### src/hdl/box_filter_image_downscaler_top_assert.svh
// assertion macros for the box filter downscaler
`ifndef BOX_FILTER_IMAGE_DOWNSCALER_TOP_ASSERT_SVH
`define BOX_FILTER_IMAGE_DOWNSCALER_TOP_ASSERT_SVH

// condition must hold in the same cycle
`define BFD_ASSERT_NOW(label, clk, rst_n, cond, check) \
	label: assert property (@(posedge clk) disable iff (!rst_n) (cond) |-> (check)) \
		else $error("bfd assertion failed");

// condition must hold in the cycle after
`define BFD_ASSERT_NEXT(label, clk, rst_n, cond, check) \
	label: assert property (@(posedge clk) disable iff (!rst_n) (cond) |=> (check)) \
		else $error("bfd assertion failed");

`endif

### src/hdl/bfd_pkg.sv
// shared types, constants and helpers of the box filter downscaler
package bfd_pkg;

	localparam int DEF_MAX_WIDTH    = 4096;
	localparam int DEF_MAX_HEIGHT   = 4096;
	localparam int DEF_MAX_CHANNELS = 4;
	localparam int SIZE_W           = 13;
	localparam int DIV_W            = 2 * SIZE_W;
	localparam int SUM_W            = 32;
	localparam int SPAN_W           = 20;

	localparam logic [2:0] REG_SRC_WIDTH  = 3'd0;
	localparam logic [2:0] REG_SRC_HEIGHT = 3'd1;
	localparam logic [2:0] REG_DST_WIDTH  = 3'd2;
	localparam logic [2:0] REG_DST_HEIGHT = 3'd3;
	localparam logic [2:0] REG_MODE       = 3'd4;

	localparam logic [1:0] MODE_GRAY = 2'd0;
	localparam logic [1:0] MODE_RGB  = 2'd1;

	typedef enum logic [2:0] {
		ST_START,
		ST_INIT,
		ST_IDLE,
		ST_SUM,
		ST_DIV,
		ST_OUT
	} bfd_state_t;

	typedef struct packed {
		logic             acc;
		logic             clr;
		logic             sum;
		logic             first_row;
		logic             step;
		logic [2:0]       bit_idx;
		logic [DIV_W-1:0] div;
	} lane_ctl_t;

	function automatic logic [SIZE_W-1:0] clamp_size(input logic [SIZE_W-1:0] v,
			input logic [SIZE_W:0] maxv);
		logic [SIZE_W-1:0] r;
		r = v;
		if (v == '0) r = SIZE_W'(1);
		else if ({1'b0, v} > maxv) r = maxv[SIZE_W-1:0];
		return r;
	endfunction

endpackage

### src/hdl/bfd_merge.sv
// merges lane results into the registered output stream
module bfd_merge
	import bfd_pkg::*;
(
	input  logic        clk,
	input  logic        arst_n,
	input  logic        load,
	input  logic [31:0] lane_bus,
	input  logic [3:0]  lane_en,
	input  logic        eor,
	input  logic        eof,
	output logic        can_load,
	output logic        m_tvalid,
	input  logic        m_tready,
	output logic [31:0] m_tdata,
	output logic        m_tlast,
	output logic        m_tuser
);
	logic        valid_q;
	logic [31:0] data_q;
	logic        last_q, user_q;
	logic [31:0] masked;

	always_comb begin
		for (int i = 0; i < 4; i++) masked[i*8 +: 8] = lane_en[i] ? lane_bus[i*8 +: 8] : 8'd0;
	end

	assign can_load = !valid_q || m_tready;

	always_ff @(posedge clk or negedge arst_n) begin
		if (!arst_n) valid_q <= 1'b0;
		else if (load) valid_q <= 1'b1;
		else if (m_tready) valid_q <= 1'b0;
	end

	always_ff @(posedge clk) begin
		if (load) begin
			data_q <= masked;
			last_q <= eor;
			user_q <= eof;
		end
	end

	assign m_tvalid = valid_q;
	assign m_tdata  = data_q;
	assign m_tlast  = last_q;
	assign m_tuser  = user_q;
endmodule
### config.mk
export PLATFORM = sky130hd
export DESIGN_NAME = bfd_merge
export DESIGN_NICKNAME = d
export VERILOG_FILES = /design/src/hdl/box_filter_image_downscaler_top_assert.svh /design/src/hdl/bfd_pkg.sv /design/src/hdl/bfd_merge.sv
export SDC_FILE = /design/constraint.sdc
export NUM_CORES = 1
export LEC_CHECK = 0
export BUFFER_PORTS_ARGS = -buffer_cell sky130_fd_sc_hd__buf_2
export CORE_ASPECT_RATIO = 1.4
export CORE_MARGIN = 2
export CORE_UTILIZATION = 33
export CTS_CLUSTER_DIAMETER = 150
export CTS_CLUSTER_SIZE = 30
export DETAILED_ROUTE_END_ITERATION = 7
export GPL_TIMING_DRIVEN = 1
export PLACE_DENSITY = 0.75
export SYNTH_ARGS = -nofsm -noshare
export SYNTH_HDL_FRONTEND = slang
export SYNTH_SLANG_ARGS = --single-unit
export TNS_END_PERCENT = 10
### constraint.sdc
create_clock -name clk -period 1.1 [get_ports clk]
set_clock_uncertainty 0.1 [all_clocks]
set_input_delay 0 -clock clk [delete_from_list [all_inputs] [get_ports clk]]
set_output_delay 0 -clock clk [all_outputs]
set_load 0.02 [all_outputs]
Word-level counts from Yosys, hierarchy flattened. Index checks and enable logic that the tools add are counted.

Bits in registers: 35. Latch bits: 0. Memory bits (writable): 0. ROM bits: 0. Bits of input ports: 42. Output and inout bits: 36. Word-level logic and storage cells: 12. Memories kept: 0.

Add/subtract/negate cells: 0. Multipliers: 0. Divide/modulo/power cells: 0. $lt $le $gt $ge: 0. Eq/ne operators: 0. Shifts and indexed selects: 0. Multiplexer cells: 2. Bitwise gates (word level): 0. Reduce and logical (&&, ||, !) cells: 3.

Operators with widths (number): $mux 1 (2); $reduce_bool 2->1 (1); $logic_not 1->1 (1); $logic_or 1x1->1 (1).

Longest topological paths before layout. Gate-level depths: netlist of run 1.

Word-level depth: 2. Mapped depth: 2. Mapped depth without buffers: 2.

Worst setup path after synthesis of run 1. OpenSTA, ideal clock, no wires.

Path kind: flip-flop to flip-flop. Start: reg m_tvalid (netlist name). End: reg valid_q, in the netlist m_tvalid. Setup time: 0.121 ns. Arrival time: 0.648 ns. Required time: 0.879 ns. Setup slack: 0.231 ns. Cell stages (with the launch flop): 3. Path buffers: 0. Clock period less this slack: 0.869 ns. Path through: dfrtp_1 -> nand2b_4 -> nand2b_1.

RTL lines: end signal: assignment (line bfd_merge.sv:31) `if (!arst_n) valid_q <= 1'b0;`; end signal: assignment (line bfd_merge.sv:32) `else if (load) valid_q <= 1'b1;`; end signal: assignment (line bfd_merge.sv:33) `else if (m_tready) valid_q <= 1'b0;`; end: declaration (line bfd_merge.sv:19) `logic valid_q;`.

Final worst setup path of run 1.
Start: in m_tready. End: out can_load.

Longest elaborated chain between the ends: 1.

RTL lines: start: declaration (line bfd_merge.sv:14) `input logic m_tready,`; $logic_or 1x1->1 (line bfd_merge.sv:28) `assign can_load = !valid_q || m_tready;`; end: declaration (line bfd_merge.sv:12) `output logic can_load,`.

Every way passes these cells.

==> results of run 1 <==
-- stage by stage --
stage          hold WS [ns]  utilization  worst slack (ns)
2_1_floorplan        -0.396            -             0.231
6_report             0.0850        0.603            0.0716
5_1_grt              0.0894        0.603            0.0325
4_1_cts              0.0868        0.603            0.0674
3_3_place_gp         -0.326        0.469             0.380
3_5_place_dp         -0.320        0.469             0.356
-- synthesized netlist by cell type (all sizes together) --
cell	number
nand2b	2
dfrtp	1
and2	32
edfxtp	34
-- cell type report --
cell class / count / area (µm²)
clock buffers: 7 / 76.3
clock inverters: 1 / 5.00
fillers: 304 / 1460
multi-input cells: 34 / 220
flip-flops and latches: 35 / 1050
well taps: 42 / 52.6
repair buffers: 119 / 816
-- repair_timing --
action / in CTS / in global routing
setup endpoints to repair: 0 / 0
hold endpoints to repair: 36 / 0
hold buffers: 41 / 0
-- cell families (layout without fill, tap and decap cells) --
group	count (synthesis)	count (layout)
buffers and inverters	0	127
DFF	35	35
and+or+nand+nor	34	34
-- where the power goes --
group / total [µW] / internal, µW / leakage, µW / switching (µW)
registers: 1610 / 1580 / 0.000339 / 27.0
logic: 518 / 254 / 0.000579 / 264
clock network: 862 / 443 / 0.0000422 / 418
total: 2990 / 2280 / 0.000960 / 709
-- how the worst max path moves through the flow --
stage | cells after the start | endpoint | start | slack (ns)
floorplan | 2 | m_tvalid | m_tvalid | 0.23
global placement | 2 | m_tdata[26] | load | 0.38
detailed placement | 2 | m_tvalid | m_tvalid | 0.36
CTS | 4 | can_load | m_tready | 0.07
global route | 4 | can_load | m_tready | 0.03
finish | 4 | can_load | m_tready | 0.07
-- cells in the final DEF (no fill, tap or decap), drive strengths merged --
cell	netlist	layout
clkbuf	0	7
buf	0	78
nand2b	2	2
dlygate4sd3	0	41
clkinv	0	1
dfrtp	1	1
and2	32	32
edfxtp	34	34
-- layer usage --
metal  vias to the layer above  GRT usage
met2                        43      0.296
met3                        10     0.0405
met1                       471      0.141
met4                         0     0.0976
met5                         -          0
li1                        493          -
-- state kept, by name, summed over array words and instances (netlist names) --
register,cells
m_tdata,32
m_tuser,1
m_tvalid,1
m_tlast,1
-- worst max-delay path, delay by kind of cell --
family	cells	cell delay, ns
buffers and inverters	3	0.80
AND/OR/NAND/NOR	1	0.13
==> impl_metrics.tcl, run 1 <==
set metrics [dict create \
    final_cells 238 \
    cts_sinks 35 \
    drv_slew 0 \
    cts_resized 0 \
    power.total_uw 2990 \
    setup.worst_path.class "in2out" \
    fin_crit_ns 1.03 \
    overflow 0 \
    crit_arrival_ns 0.93 \
    num_vias 1017 \
    clk_latency_ns 0.28 \
    antenna_found_initial 0 \
    grt_max_degree 36 \
    worstHoldStart "load" \
    io_pins 78 \
    synth_adder_area_share 0 \
    drv_cap 0 \
    drc 0 \
    synth_top_family_by_area "simple AND/OR/NAND/NOR gates" \
    synth-simple-area-share 0.174 \
    cts_tree "yes" \
    io_buffer_count 77 \
    syn_inst 69 \
    start_util 0.344 \
    fin_area_mm2 0.00222 \
    fin_crit_sh 0.935 \
    placed_cell_area_mm2 0.00172 \
    wire_per_inst_um 13.5 \
    hold_depth 2 \
    clock-root-buffer "clkbuf_8" \
    hold_class "in2reg" \
    synth_mux_area_frac 0 \
    drt_iter0_markers 19 \
    area.growth.synth_to_final_pct 75.0 \
    syn_area_mm2 0.00127 \
    worst_pin_slew_ns 0.188 \
    p_leak_uw 0.000960 \
    rrSetupSlack_ns 0.34 \
    rsz0062_at_grt "no" \
    postSynthAreaPerCell_um2 18.4 \
    max_freq_ghz 0.972 \
    grt_util_all_layers 0.156 \
    clkTransAtPathRegs_ns 0.07 \
    required_ns 1.00 \
    clk_path_buf_depth 2 \
    dp_cells 189 \
    reg2reg_from "m_tvalid" \
    wl_met1_um 1050 \
    max-vdd-ir-drop_uv 933 \
    routed.top_layer "met4" \
    diodes 0 \
    ys_top_cells_by_area "edfxtp_1 81%, and2_1 16%, dfrtp_1 2.0%, nand2b_4 1.1%, nand2b_1 0.49%" \
    slew_headroom 0.875 \
    drive_gt1_frac 0.434 \
    timing.rr.end "m_tvalid" \
    cp-start-kind "input port" \
    synth.largest_area_cell "edfxtp_1" \
    path_cells "dlygate4sd3_1 -> buf_2 -> nand2b_4 -> buf_2" \
    crit_fanout 2 \
    p_per_area_mw_per_mm2 1350 \
    finalWeightedCongestion 0.674 \
    synth_compound_area_frac 0 \
    grt_pass1_wl_um 5070 \
    synth_top_cell_area_share 0.806 \
    route.met3.wl_um 169 \
    ys_warn_count 0 \
    finalSetupTns_ns 0 \
    numCtsBuffers 5 \
    cp_common_cell "buf_2" \
    finalHoldViolations 0 \
    grt_pass1_vias 1124 \
    finalNetCount 237 \
    finalSetupViolations 0 \
    wl_met2_um 1880 \
    htreeDepth 2 \
    dieWidth_um 56.4 \
    ys_seq_area_frac 0.826 \
    yosys.cell_types.count 5 \
    drt-pass1-iter-count 4 \
    cpPeakStageDelay_ns 0.53 \
    slowest_stage "dlygate4sd3_1" \
    die-height_um 77.3 \
    cts_setup_buffers 0 \
    hold_end "m_tlast" \
    ant_nets 0 \
    coreArea_mm2 0.00368 \
    vias_per_cell 4.27 \
    routed_wl_um 3220 \
    synth_nets 111 \
    synth_seq_cells 35 \
    fp.dieArea_mm2 0.00436 \
    outcome "completed" \
    row_count 26 \
    reg2regPathDepth 2 \
    synthXorXnorAreaFrac 0 \
    crit_path_end_kind "output pin" \
]
(Power assumes the default switching activity.)
==> inputs of run 2 (changes only) <==
==> constraint.sdc (replaced) <==
create_clock -name clk -period 1.1 [get_ports clk]
set_clock_uncertainty 0.1 [all_clocks]
set_input_delay 0.22 -clock clk [delete_from_list [all_inputs] [get_ports clk]]
set_output_delay 0.22 -clock clk [all_outputs]
set_load 0.02 [all_outputs]
==> run 2 against run 1 <==
Against the previous run:
- the flow now finishes with violations (setup timing)
- hold slack got worse by 0.058 ns
- register-to-register slack got worse by 0.08 ns
- total power shrank 4.9%
- combinational power down 21%
- critical path type is now reg2out
- critical endpoint unchanged
- largest power group unchanged
==> impl_metrics.tcl, run 2 (same netlist as run 1, synthesis figures left out) <==
set metrics [dict create \
    outcome "complete, but fails checks" \
    violations "setup timing" \
    routed_wl_um 2390 \
    final_cells 199 \
    setup.worst_path.class "reg2out" \
    row_count 26 \
    drt-pass1-iter-count 4 \
    path_cells "nand2b_4 -> buf_6" \
    cts_tree "yes" \
    drc 0 \
    crit_family "flip-flops" \
    io_pins 78 \
    slew_headroom 0.879 \
    p_leak_uw 0.000802 \
    dp_cells 189 \
    fin_ws_ns -0.0783 \
    clk_latency_ns 0.26 \
    largest_reg_flops 32 \
    finalNetCount 198 \
    grt_pass1_wl_um 4040 \
    rrSetupSlack_ns 0.26 \
    worst_pin_slew_ns 0.181 \
    fin_hold_ws_ns 0.0266 \
    io_buffer_count 77 \
    start_util 0.344 \
    grt_util_all_layers 0.123 \
    final_core_util 0.501 \
    wire_per_inst_um 12.0 \
    area.growth.synth_to_final_pct 45.4 \
    max_freq_ghz 0.849 \
    switching_power_uw 638 \
    diodes 0 \
    drv_cap 0 \
    fin_crit_sh 1.07 \
    crit_arrival_ns 0.86 \
    max-vdd-ir-drop_uv 857 \
    finalWeightedCongestion 0.674 \
    crit_fanout 2 \
    clock-root-buffer "clkbuf_8" \
    grt_max_degree 36 \
    intPower_uw 2200 \
    fp.dieArea_mm2 0.00436 \
    drv_slew 0 \
    cpPeakStageDelay_ns 0.40 \
    finalHoldViolations 0 \
    power_frac_clock 0.291 \
    cp-start-kind "flip-flop" \
    ant_nets 0 \
    finalSetupViolations 26 \
    p_seq_frac 0.565 \
    numCtsBuffers 5 \
    overflow 0 \
    drt_iter0_markers 9 \
    crit_path_end_kind "output pin" \
    cts_sinks 35 \
    vias_per_cell 4.18 \
    combPwrFrac 0.144 \
    rsz0062_at_grt "yes" \
    slowest_stage "dfrtp_1" \
    required_ns 0.78 \
    htreeDepth 2 \
    dp_hpwl_um 1870 \
    critPathBufInv 1 \
    die-height_um 77.3 \
    clkTransAtPathRegs_ns 0.06 \
    num_vias 832 \
    final_common_cell "buf_2" \
    antenna_found_initial 0 \
    sw_frac_of_total 0.225 \
    final_cell_mix "74 x buf_2, 34 x edfxtp_1, 32 x and2_1, 5 x clkbuf_8" \
    clk_path_buf_depth 2 \
    hold_class "in2reg" \
    fin_crit_ns 1.18 \
    coreArea_mm2 0.00368 \
    drive_gt1_frac 0.541 \
    grt_pass1_vias 931 \
    finalSetupTns_ns -0.416 \
    p_per_area_mw_per_mm2 1540 \
    dieWidth_um 56.4 \
]
==> run 2: cell count changes in the layout (fill, tap and decap cells not counted), sizes merged <==
cell	change
dlygate4sd3	-40
clkbuf	+1
buf	+1
clkinv	-1
==> run 2: worst paths after layout <==
kind / from / end / cells after the start
max in group asynchronous: arst_n / m_tvalid / 2
worst max-delay path: m_tvalid / can_load / 2
worst max register to register: m_tvalid / m_tvalid / 3
worst min-delay path: eof / m_tuser / 1
worst min register to register: m_tvalid / m_tvalid / 3
min in group asynchronous: arst_n / m_tvalid / 2
==> run 2: repair_timing <==
| action | 4_1_cts | 5_1_grt |
|---|---|---|
| setup buffers | 1 | 0 |
| gates resized for setup | 4 | 2 |
| endpoints found under the setup margin | 36 | 36 |
| endpoints found under the hold margin | 1 | 0 |
| hold buffers | 1 | 0 |
==> run 2: stage by stage <==
step	cell area [µm²]	worst slack [ns]	total power, µW
floorplan	1270	0.189	1820
global placement	1720	0.161	2020
detailed placement	1720	0.148	2030
CTS	1830	-0.0945	2880
global route	1840	-0.121	2980
finish	1840	-0.0783	2840
==> run 2: final cells by class <==
type | instances | area, µm²
clock buffer | 8 | 80.1
fill | 324 | 1840
multi-input combinational | 34 | 220
sequential | 35 | 1050
tap | 42 | 52.6
timing repair buffer | 80 | 442
==> run 2: worst reg2reg max path: stages, from the launching register on <==
cell and delay, ns:
dfrtp_1 0.40, nand2b_4 0.08, buf_4 0.09, nand2b_1 0.05
==> run 2: power by group through the flow <==
stage	Combinational [µW]	Sequential, µW	Clock, µW
5_1_grt	444	1620	917
4_1_cts	413	1610	864
6_report	410	1600	825
3_5_place_dp	400	1630	0
3_3_place_gp	392	1630	0
2_1_floorplan	47.8	1770	0
==> run 2: routing by layer <==
layer  part of all wire  vias to the layer above  track usage  wire length, µm
met1               0.34                      375        0.115              809
li1                   -                      415            -                -
met4              0.027                        0       0.0762               65
met3              0.057                        6       0.0388              137
met5                  0                        -            0                0
met2               0.58                       36        0.224             1380
