File: src/hdl/box_filter_image_downscaler_top_assert.svh
// assertion macros for the box filter downscaler
`ifndef BOX_FILTER_IMAGE_DOWNSCALER_TOP_ASSERT_SVH
`define BOX_FILTER_IMAGE_DOWNSCALER_TOP_ASSERT_SVH

// condition must hold in the same cycle
`define BFD_ASSERT_NOW(label, clk, rst_n, cond, check) \
	label: assert property (@(posedge clk) disable iff (!rst_n) (cond) |-> (check)) \
		else $error("bfd assertion failed");

// condition must hold in the cycle after
`define BFD_ASSERT_NEXT(label, clk, rst_n, cond, check) \
	label: assert property (@(posedge clk) disable iff (!rst_n) (cond) |=> (check)) \
		else $error("bfd assertion failed");

`endif

File: src/hdl/bfd_pkg.sv
// shared types, constants and helpers of the box filter downscaler
package bfd_pkg;

	localparam int DEF_MAX_WIDTH    = 4096;
	localparam int DEF_MAX_HEIGHT   = 4096;
	localparam int DEF_MAX_CHANNELS = 4;
	localparam int SIZE_W           = 13;
	localparam int DIV_W            = 2 * SIZE_W;
	localparam int SUM_W            = 32;
	localparam int SPAN_W           = 20;

	localparam logic [2:0] REG_SRC_WIDTH  = 3'd0;
	localparam logic [2:0] REG_SRC_HEIGHT = 3'd1;
	localparam logic [2:0] REG_DST_WIDTH  = 3'd2;
	localparam logic [2:0] REG_DST_HEIGHT = 3'd3;
	localparam logic [2:0] REG_MODE       = 3'd4;

	localparam logic [1:0] MODE_GRAY = 2'd0;
	localparam logic [1:0] MODE_RGB  = 2'd1;

	typedef enum logic [2:0] {
		ST_START,
		ST_INIT,
		ST_IDLE,
		ST_SUM,
		ST_DIV,
		ST_OUT
	} bfd_state_t;

	typedef struct packed {
		logic             acc;
		logic             clr;
		logic             sum;
		logic             first_row;
		logic             step;
		logic [2:0]       bit_idx;
		logic [DIV_W-1:0] div;
	} lane_ctl_t;

	function automatic logic [SIZE_W-1:0] clamp_size(input logic [SIZE_W-1:0] v,
			input logic [SIZE_W:0] maxv);
		logic [SIZE_W-1:0] r;
		r = v;
		if (v == '0) r = SIZE_W'(1);
		else if ({1'b0, v} > maxv) r = maxv[SIZE_W-1:0];
		return r;
	endfunction

endpackage

File: src/hdl/bfd_ratio.sv
// iterative quotient and remainder of two size values, one bit a cycle
module bfd_ratio
	import bfd_pkg::*;
(
	input  logic              clk,
	input  logic              arst_n,
	input  logic              start,
	input  logic [SIZE_W-1:0] num,
	input  logic [SIZE_W-1:0] den,
	output logic [SIZE_W-1:0] quo,
	output logic [SIZE_W-1:0] rem,
	output logic              done
);
	logic [SIZE_W-1:0] quo_q, rem_q;
	logic [3:0]        cnt_q;
	logic              busy_q, done_q;
	logic [SIZE_W:0]   shifted;
	logic              fits;

	assign shifted = {rem_q, num[cnt_q]};
	assign fits    = shifted >= {1'b0, den};

	always_ff @(posedge clk or negedge arst_n) begin
		if (!arst_n) begin
			busy_q <= 1'b0;
			done_q <= 1'b0;
			cnt_q  <= '0;
		end else if (start) begin
			busy_q <= 1'b1;
			done_q <= 1'b0;
			cnt_q  <= 4'(SIZE_W - 1);
		end else if (busy_q) begin
			cnt_q <= cnt_q - 4'd1;
			if (cnt_q == '0) begin
				busy_q <= 1'b0;
				done_q <= 1'b1;
			end
		end
	end

	always_ff @(posedge clk) begin
		if (start) begin
			quo_q <= '0;
			rem_q <= '0;
		end else if (busy_q) begin
			if (fits) begin
				rem_q        <= SIZE_W'(shifted - {1'b0, den});
				quo_q[cnt_q] <= 1'b1;
			end else begin
				rem_q <= shifted[SIZE_W-1:0];
			end
		end
	end

	assign quo  = quo_q;
	assign rem  = rem_q;
	assign done = done_q;
endmodule

File: config.mk
export PLATFORM = sky130hd
export DESIGN_NAME = bfd_ratio
export DESIGN_NICKNAME = d
export VERILOG_FILES = /design/src/hdl/box_filter_image_downscaler_top_assert.svh /design/src/hdl/bfd_pkg.sv /design/src/hdl/bfd_ratio.sv
export SDC_FILE = /design/constraint.sdc
export NUM_CORES = 1
export LEC_CHECK = 0
export ABC_AREA = 1
export BUFFER_PORTS_ARGS = -buffer_cell sky130_fd_sc_hd__buf_4
export CORE_MARGIN = 2
export CORE_UTILIZATION = 59
export CTS_CLUSTER_SIZE = 40
export DETAILED_ROUTE_END_ITERATION = 16
export GPL_ROUTABILITY_DRIVEN = 0
export HOLD_SLACK_MARGIN = 0.15
export PLACE_DENSITY = 0.91
export SLEW_MARGIN = 20
export SYNTH_ARGS = -nofsm -noshare
export SYNTH_HDL_FRONTEND = slang
export SYNTH_SLANG_ARGS = --single-unit
export TNS_END_PERCENT = 10
File: constraint.sdc
create_clock -name clk -period 3.8 [get_ports clk]
set_input_delay 0.38 -clock clk [delete_from_list [all_inputs] [get_ports clk]]
set_output_delay 0.38 -clock clk [all_outputs]
set_load 0.05 [all_outputs]
Word-level counts from Yosys, hierarchy flattened
Index checks and enable logic that the tools add are counted.
Storage, ports and cells
  register bits: 32
  logic and storage cells: 30
Cells by class
  $add $sub $neg: 2
  order comparisons: 3
  multiplexer cells: 13
  bitwise gates (word level): 1
  reduce and logical (&&, ||, !) cells: 6
Operators with widths (count)
  $ge A14 B13 Y1: 1
  $mux W13: 1
  $or A13 B13 Y13: 1
  $sub A13 B13 Y13: 1
  $mux W1: 8
  $mux W4: 2
  $lt A4 B5 Y1 const B: 1
  $bmux W1 S4: 1
  $demux W1 S4: 1
  $ge A4 B1 Y1 const B: 1
  $logic_not A4 Y1: 1
  $reduce_and A2 Y1: 2
  $reduce_bool A2 Y1: 2
  $sub A4 B1 Y4 const B: 1
  $logic_and A1 B1 Y1: 1

Depth between registers and ports, before layout
Gate-level depths: netlist (run 1).
  depth after elaboration: 5
  gate-level depth with buffers: 20
  depth with buffers taken out: 19

Worst setup path after synthesis (run 1)
No wires, ideal clock.
  path kind: reg2reg
  start point: reg cnt_q[0]
  end point: reg rem_q[10], in the netlist rem[10]
  setup time: 114 ps
  arrival time: 2364 ps
  required time: 3686 ps
  path slack: 1322 ps
  stages on the path, launching flop included: 21
  buffers on the path: 2
  clock period less this slack: 2478 ps
  cells stage by stage: dfrtp_1 buf_2 inv_1 nand2_1 nand2_1 nand2_1 nand2_1 nand2_1 nand2_1 nor2_1 ha_1 fa_1 inv_1 nand2_1 nand3_1 nand2_1 nand3_2 buf_4 nand3_1 nand3_1 nand2_1
Between the ends
  cells in the longest elaborated chain, start to end: 4
  elaborated cells on any way between the ends: 5
  those cells by class: add/sub (1); order compare (1); mux (3)
Ends and longest elaborated chain
  start, declared: RTL line bfd_ratio.sv:15  | logic [3:0] cnt_q;
  start signal, assigned: RTL line bfd_ratio.sv:31  | cnt_q <= 4'(SIZE_W - 1);
  start signal, assigned: RTL line bfd_ratio.sv:33  | cnt_q <= cnt_q - 4'd1;
  $bmux W1 S4 (*): RTL line bfd_ratio.sv:20  | assign shifted = {rem_q, num[cnt_q]};
  $mux W1 (implied by the code) (*): RTL line bfd_ratio.sv:20
  $sub A13 B13 Y13 / $ge A14 B13 Y1 (equally long branches): RTL line bfd_ratio.sv:47, bfd_ratio.sv:21
  $mux W13 (*): RTL line bfd_ratio.sv:46  | if (fits) begin
  end signal, assigned: RTL line bfd_ratio.sv:47  | rem_q <= SIZE_W'(shifted - {1'b0, den});
  end signal, assigned: RTL line bfd_ratio.sv:50  | rem_q <= shifted[SIZE_W-1:0];
  end, declared: RTL line bfd_ratio.sv:14  | logic [SIZE_W-1:0] quo_q, rem_q;
Mark *: on every way between the ends. The rest lies on a longest branch, timed or not. The select of a mux whose other input is x is not followed.
A chain may end at the register's enable or synchronous reset.

Final worst setup path (run 1)
  start point: reg cnt_q[0]
  end point: reg rem_q[9], in the netlist rem[9]
The elaborated chain is that of the path after synthesis.

==> results.toml, run 1 <==
[setup_path]
worstPathMaxFanout = 25
cp.required_ns = 3.98
path_class = "reg2reg"
worst_setup_path_start_kind = "register"
arrival_ns = 3.12
endpoint_kind = "register"

[clock_tree]
cts_buffers = 5
cts_root_buffer = "clkbuf_8"
cts_resized = 0
clk_latency_ns = 0.29
cts_hold_buffers = 1
cts_setup_buffers = 0
clk_pin_slew_worst_paths_ns = 0.07
clkSinkCount = 32
cts_max_level = 2
cts_tree = "yes"
cts_buffer_depth = 2

[global_routing]
gr-total-overflow = 0
antenna_found_initial = 0
grt_max_degree = 26
grt_pass1_vias = 2435
grt.total_usage_pct = 29.34
grt_pass1_wl_um = 10440

[routing]
routed_wl_um = 6137
wire_per_inst_um = 11.94
drtIter0Drc = 221
drt_first_pass_iters = 5
vias = 2594
avgViaCountPerCell = 5.047
post-route-drc-count = 0
route.antenna.remaining_nets = 0

[synthesis]
synth_edf_count = 0
netlist_area_um2 = 2449
synth_top_family_by_area = "simple AND/OR/NAND/NOR gates"
synth_common_cells = "nand2_1, inv_1, nand3_1"
yosysWarnings = 0
synth_fa_ha_area_share_pct = 9.504
synth_xor_area_share_pct = 2.504
synth_largest_area_cell = "nand2_1"
synth_top_area_share_pct = 21.31
syn_avg_cell_area_um2 = 6.001
synth.area.mux_share_pct = 0
yosys-top-cells-area = "nand2_1, dfxtp_1, inv_1, nand3_1, ha_1"
syn_nets = 455
async_flop_share_pct = 18.75
synth-simple-area-share_pct = 39.24
ys_ff_latch = 32
synth-seq-area-share_pct = 27.39
synth_compound_area_share_pct = 5.263
synth_cells = 408
yosysMostFrequentCell = "nand2_1"
ys.flop_type = "dfxtp_1"
yosysUniqueCellTypes = 25

[sta]
setup_viol = 0
final_max_slew_viol_count = 0
period_needed_ns = 2.935
fmax_ghz = 0.3407
fin_skew_ns = 0.007246
timing.final.crit_share_pct = 77.25
fin_tns_setup_ns = 0
relSlewSlack_pct = 52.12
rsz0062_at_grt = "no"
worst_slew_pin_slew_ns = 0.7174
hold_viol = 0
finalWorstSetupSlack_ns = 0.8646

[final_layout]
drive_gt1_share_pct = 15.52
num_antenna_cells = 0
post-route-cell-area_um2 = 3003
fin_nets = 510
syn2layout_area_growth_pct = 22.64

[die]
io_pins = 56
coreArea_um2 = 4000
start_util_pct = 61.21
die_h_um = 68.42
die-area_um2 = 4681
placementRows = 23
fp.dieW_um = 68.42

[status]
status = "finished, final reports clean"

[power_and_ir_drop]
power.density_nw_per_um2 = 710.5
peakVddDrop_mv = 0.4821
leakage_uw = 0.001735

[flow_run]
cap_violations = 0

[place]
dp_slack_ns = 0.9294
io_buffers = 55
dp_hpwl_um = 4527
place_area_um2 = 2883

[hold_path]
hold_path_class = "in2reg"
## state kept, by name, indices dropped and copies added, names as in the netlist
register and count:
cnt_q 4, quo 13, busy_q 1, done 1, rem 13
## cell type report
type	instances	area, µm²
Multi-Input combinational cell	275	1386
Fill cell	338	997.2
Sequential cell	32	670.6
Timing Repair Buffer	57	430.4
Inverter	92	345.3
Clock buffer	6	72.57
Tap cell	50	62.56
Clock inverter	2	35.03
## placed cells by master (no fill, tap or decap)
master         count
inv_1             90
dlygate4sd3_1      1
a21oi_1           16
nor2_2             5
buf_4             56
bufinv_16          1
xor2_1             4
nor2_1            17
o21ai_0            8
and2_1             1
dfrtp_1            6
nand3b_1           4
nand3_1           53
clkbuf_8           5
clkinv_2           1
a22o_1             1
inv_2              2
nand2_1          139
fa_1               1
nand3_2            1
nor3_2             1
xnor2_1            3
nand4_1            4
clkbuf_1           1
ha_1              17
dfxtp_1           26
## worst paths after layout
path	from	endpoint	slack (ns)	cells past startpoint
min reg2reg	quo[7]$_SDFFE_PP0P_	quo[7]$_SDFFE_PP0P_	0.45	2
max in group asynchronous	arst_n	cnt_q[2]$_DFFE_PN0P_	3.24	2
min in group asynchronous	arst_n	cnt_q[0]$_DFFE_PN0P_	0.43	2
max	cnt_q[0]$_DFFE_PN0P_	rem[9]$_SDFFE_PP0P_	0.86	18
min	start	quo[8]$_SDFFE_PP0P_	0.36	2
max reg2reg	cnt_q[0]$_DFFE_PN0P_	rem[9]$_SDFFE_PP0P_	0.86	18
## where the power goes
part | switching [µW] | internal (µW) | total (µW)
Clock | 133 | 195 | 328
Combinational | 871 | 442 | 1310
Sequential | 78.7 | 414 | 492
## cell families (layout without fill, tap and decap cells)
group	count (synthesis)	count (layout)
adder cells (fa/ha/maj)	18	18
XOR/XNOR	7	7
AO/OA/AOI/OAI	25	25
AND/OR/NAND/NOR	225	225
buffers and inverters	101	157
flip-flops	32	32
## critical path: stages (launching register included)
cell,delay [ns]
dfrtp_1,0.50
inv_1,0.25
nand2_1,0.08
nand2_1,0.06
nand2_1,0.04
nand2_1,0.06
nand2_1,0.04
nand2_1,0.06
nor2_1,0.05
ha_1,0.20
fa_1,0.41
inv_1,0.11
nand2_1,0.06
nand3_1,0.10
nand2_1,0.07
nand3_2,0.37
nand3_1,0.17
nand3_1,0.11
nand2_1,0.06
## layer usage
layer	routed length (µm)	global-route usage, %
met5	0	0
met4	106	10.25
met3	405	6.579
met2	2942	47.96
met1	2683	37.74
## through the flow
step | hold WS [ns] | utilization, % | power (µW) | cells
detailed placement | 0.1976 | 72.07 | 1778 | 505
global placement | 0.1959 | 72.07 | 1748 | 505
floorplan | 0.08441 | - | 1490 | 408
global route | 0.3629 | 75.07 | 2316 | 514
CTS | 0.3474 | 75.01 | 2125 | 514
finish | 0.3646 | 75.07 | 2134 | 514
No activity file was read; power rests on OpenSTA's default activity.
==> run 2, diff against run 1 <==
--- a/config.mk
+++ b/config.mk
@@ -8,12 +8,12 @@
 export ABC_AREA = 1
 export BUFFER_PORTS_ARGS = -buffer_cell sky130_fd_sc_hd__buf_4
 export CORE_MARGIN = 2
-export CORE_UTILIZATION = 59
+export CORE_UTILIZATION = 49
 export CTS_CLUSTER_SIZE = 40
 export DETAILED_ROUTE_END_ITERATION = 16
 export GPL_ROUTABILITY_DRIVEN = 0
 export HOLD_SLACK_MARGIN = 0.15
-export PLACE_DENSITY = 0.91
+export PLACE_DENSITY = 0.81
 export SLEW_MARGIN = 20
 export SYNTH_ARGS = -nofsm -noshare
 export SYNTH_HDL_FRONTEND = slang
==> constraint.sdc (replaced) <==
create_clock -name clk -period 2.5 [get_ports clk]
set_input_delay 0.25 -clock clk [delete_from_list [all_inputs] [get_ports clk]]
set_output_delay 0.25 -clock clk [all_outputs]
set_load 0.05 [all_outputs]
==> results.toml, run 2 (same netlist as run 1, synthesis figures left out) <==
[status]
status = "finished, final reports clean"

[setup_path]
endpoint_kind = "register"
path_delay_family = "simple AND/OR/NAND/NOR gates"
path_class = "reg2reg"
path_cells = "inv_2 > nand2_1 > nand2_1 > nand2_1 > nand2_1 > nand2_1 > nand2_1 > nor2_2 > ha_2 > fa_2 > inv_2 > nand2_2 > nand3_2 > nand2_2 > nand3_4 > buf_12 > nand2_1 > o21ai_0"
cp.required_ns = 2.70
cp.buffers_inverters = 3
max_stage_delay_ns = 0.41
worst_setup_path_start_kind = "register"
arrival_ns = 2.65
crit_slowest_cell = "dfrtp_1"
worstPathMaxFanout = 7
critPathMostFrequentCell = "nand2_1"

[power_and_ir_drop]
leakage_uw = 0.001850
power.density_nw_per_um2 = 1108
peakVddDrop_mv = 0.6984

[final_layout]
utilization_pct = 68.18
fillers = 402
fin_nets = 528
num_antenna_cells = 0
layout_common_cells = "nand2_1, inv_1, buf_4"
seqCellArea_um2 = 671.9
syn2layout_area_growth_pct = 33.27
layoutNonFillerInstCount = 549
drive_gt1_share_pct = 21.16
multi_input_area_um2 = 1421
mostFrequentLayoutCell = "nand2_1"

[clock_tree]
cts_tree = "yes"
clkSinkCount = 32
clk_pin_slew_worst_paths_ns = 0.07
cts_buffer_depth = 2
cts_max_level = 2
cts_root_buffer = "clkbuf_8"
clk_latency_ns = 0.29
cts_buffers = 5

[routing]
wl_met3_um = 552
route.antenna.remaining_nets = 0
drt_first_pass_iters = 6
met1Wirelength_um = 2896
routed_wl_um = 6672
drtIter0Drc = 204
wl_met2_um = 3132
post-route-drc-count = 0
wire_per_inst_um = 12.15
vias = 2743
avgViaCountPerCell = 4.996
dr.max_layer_used = "met4"

[die]
die-area_um2 = 5579
start_util_pct = 51.16
fp.dieW_um = 74.69
coreArea_um2 = 4786
die_h_um = 74.69
io_pins = 56
placementRows = 25

[global_routing]
antenna_found_initial = 0
grt_pass1_wl_um = 10150
grt.total_usage_pct = 23.35
grt_max_degree = 19
grt_pass1_vias = 2355
gr-total-overflow = 0

[sta]
fmax_ghz = 0.4092
finalWorstSetupSlack_ns = 0.05607
fin_skew_ns = 0.006567
final_max_slew_viol_count = 0
timing.final.crit_share_pct = 97.76
period_needed_ns = 2.444
worst_slew_pin_slew_ns = 0.5516
fin_tns_setup_ns = 0
whs_ns = 0.2205
setup_viol = 0
hold_viol = 0
relSlewSlack_pct = 63.18

[place]
dp_slack_ns = -0.002577
dp_cells = 536
io_buffers = 55
dp_hpwl_um = 4929

[hold_path]
hold_path_class = "in2reg"

[flow_run]
cap_violations = 0
run 2: layout make-up:
type	count	area share [%]
Multi-Input combinational cell	275	43.56
Sequential cell	32	20.59
Timing Repair Buffer	75	19.29
Inverter	92	10.58
Tap cell	67	2.569
Clock buffer	5	2.109
Clock inverter	3	1.304
run 2: timing repair:
item	4_1_cts	5_1_grt
resized for setup	1	15
setup buffers	0	2
hold endpoints to repair	6	0
hold buffers	1	0
setup endpoints to repair	4	26
gates cloned	0	2
run 2: worst paths after layout:
kind	from	endpoint	slack, ns	cells past startpoint
setup / recovery	cnt_q[0]$_DFFE_PN0P_	quo[11]$_SDFFE_PP0P_	0.06	18
hold / removal	start	quo[3]$_SDFFE_PP0P_	0.22	2
setup reg to reg	cnt_q[0]$_DFFE_PN0P_	quo[11]$_SDFFE_PP0P_	0.06	18
hold reg to reg	quo[12]$_SDFFE_PP0P_	quo[12]$_SDFFE_PP0P_	0.46	2
max in group asynchronous	arst_n	cnt_q[1]$_DFFE_PN0P_	2.07	2
min in group asynchronous	arst_n	done$_DFFE_PN0P_	0.29	2
run 2: report_power, final:
| part | leakage [µW] | internal, µW | switching (µW) |
|---|---|---|---|
| clock | 0.0000541 | 295 | 215 |
| sequential | 0.000279 | 630 | 120 |
| combinational | 0.00152 | 926 | 1430 |
run 2: stage by stage:
stage	total power [µW]	cell area [µm²]
after global placement	2836	3034
after detailed placement	2881	3034
after global routing	3859	3263
after floorplan	2265	2449
final	3616	3263
after CTS	3400	3156
run 2: metal layers:
layer | vias up | track usage, %
met5 | - | 0
met4 | 0 | 7.738
met3 | 8 | 4.150
met2 | 127 | 36.87
met1 | 1224 | 32.45
li1 | 1384 | -
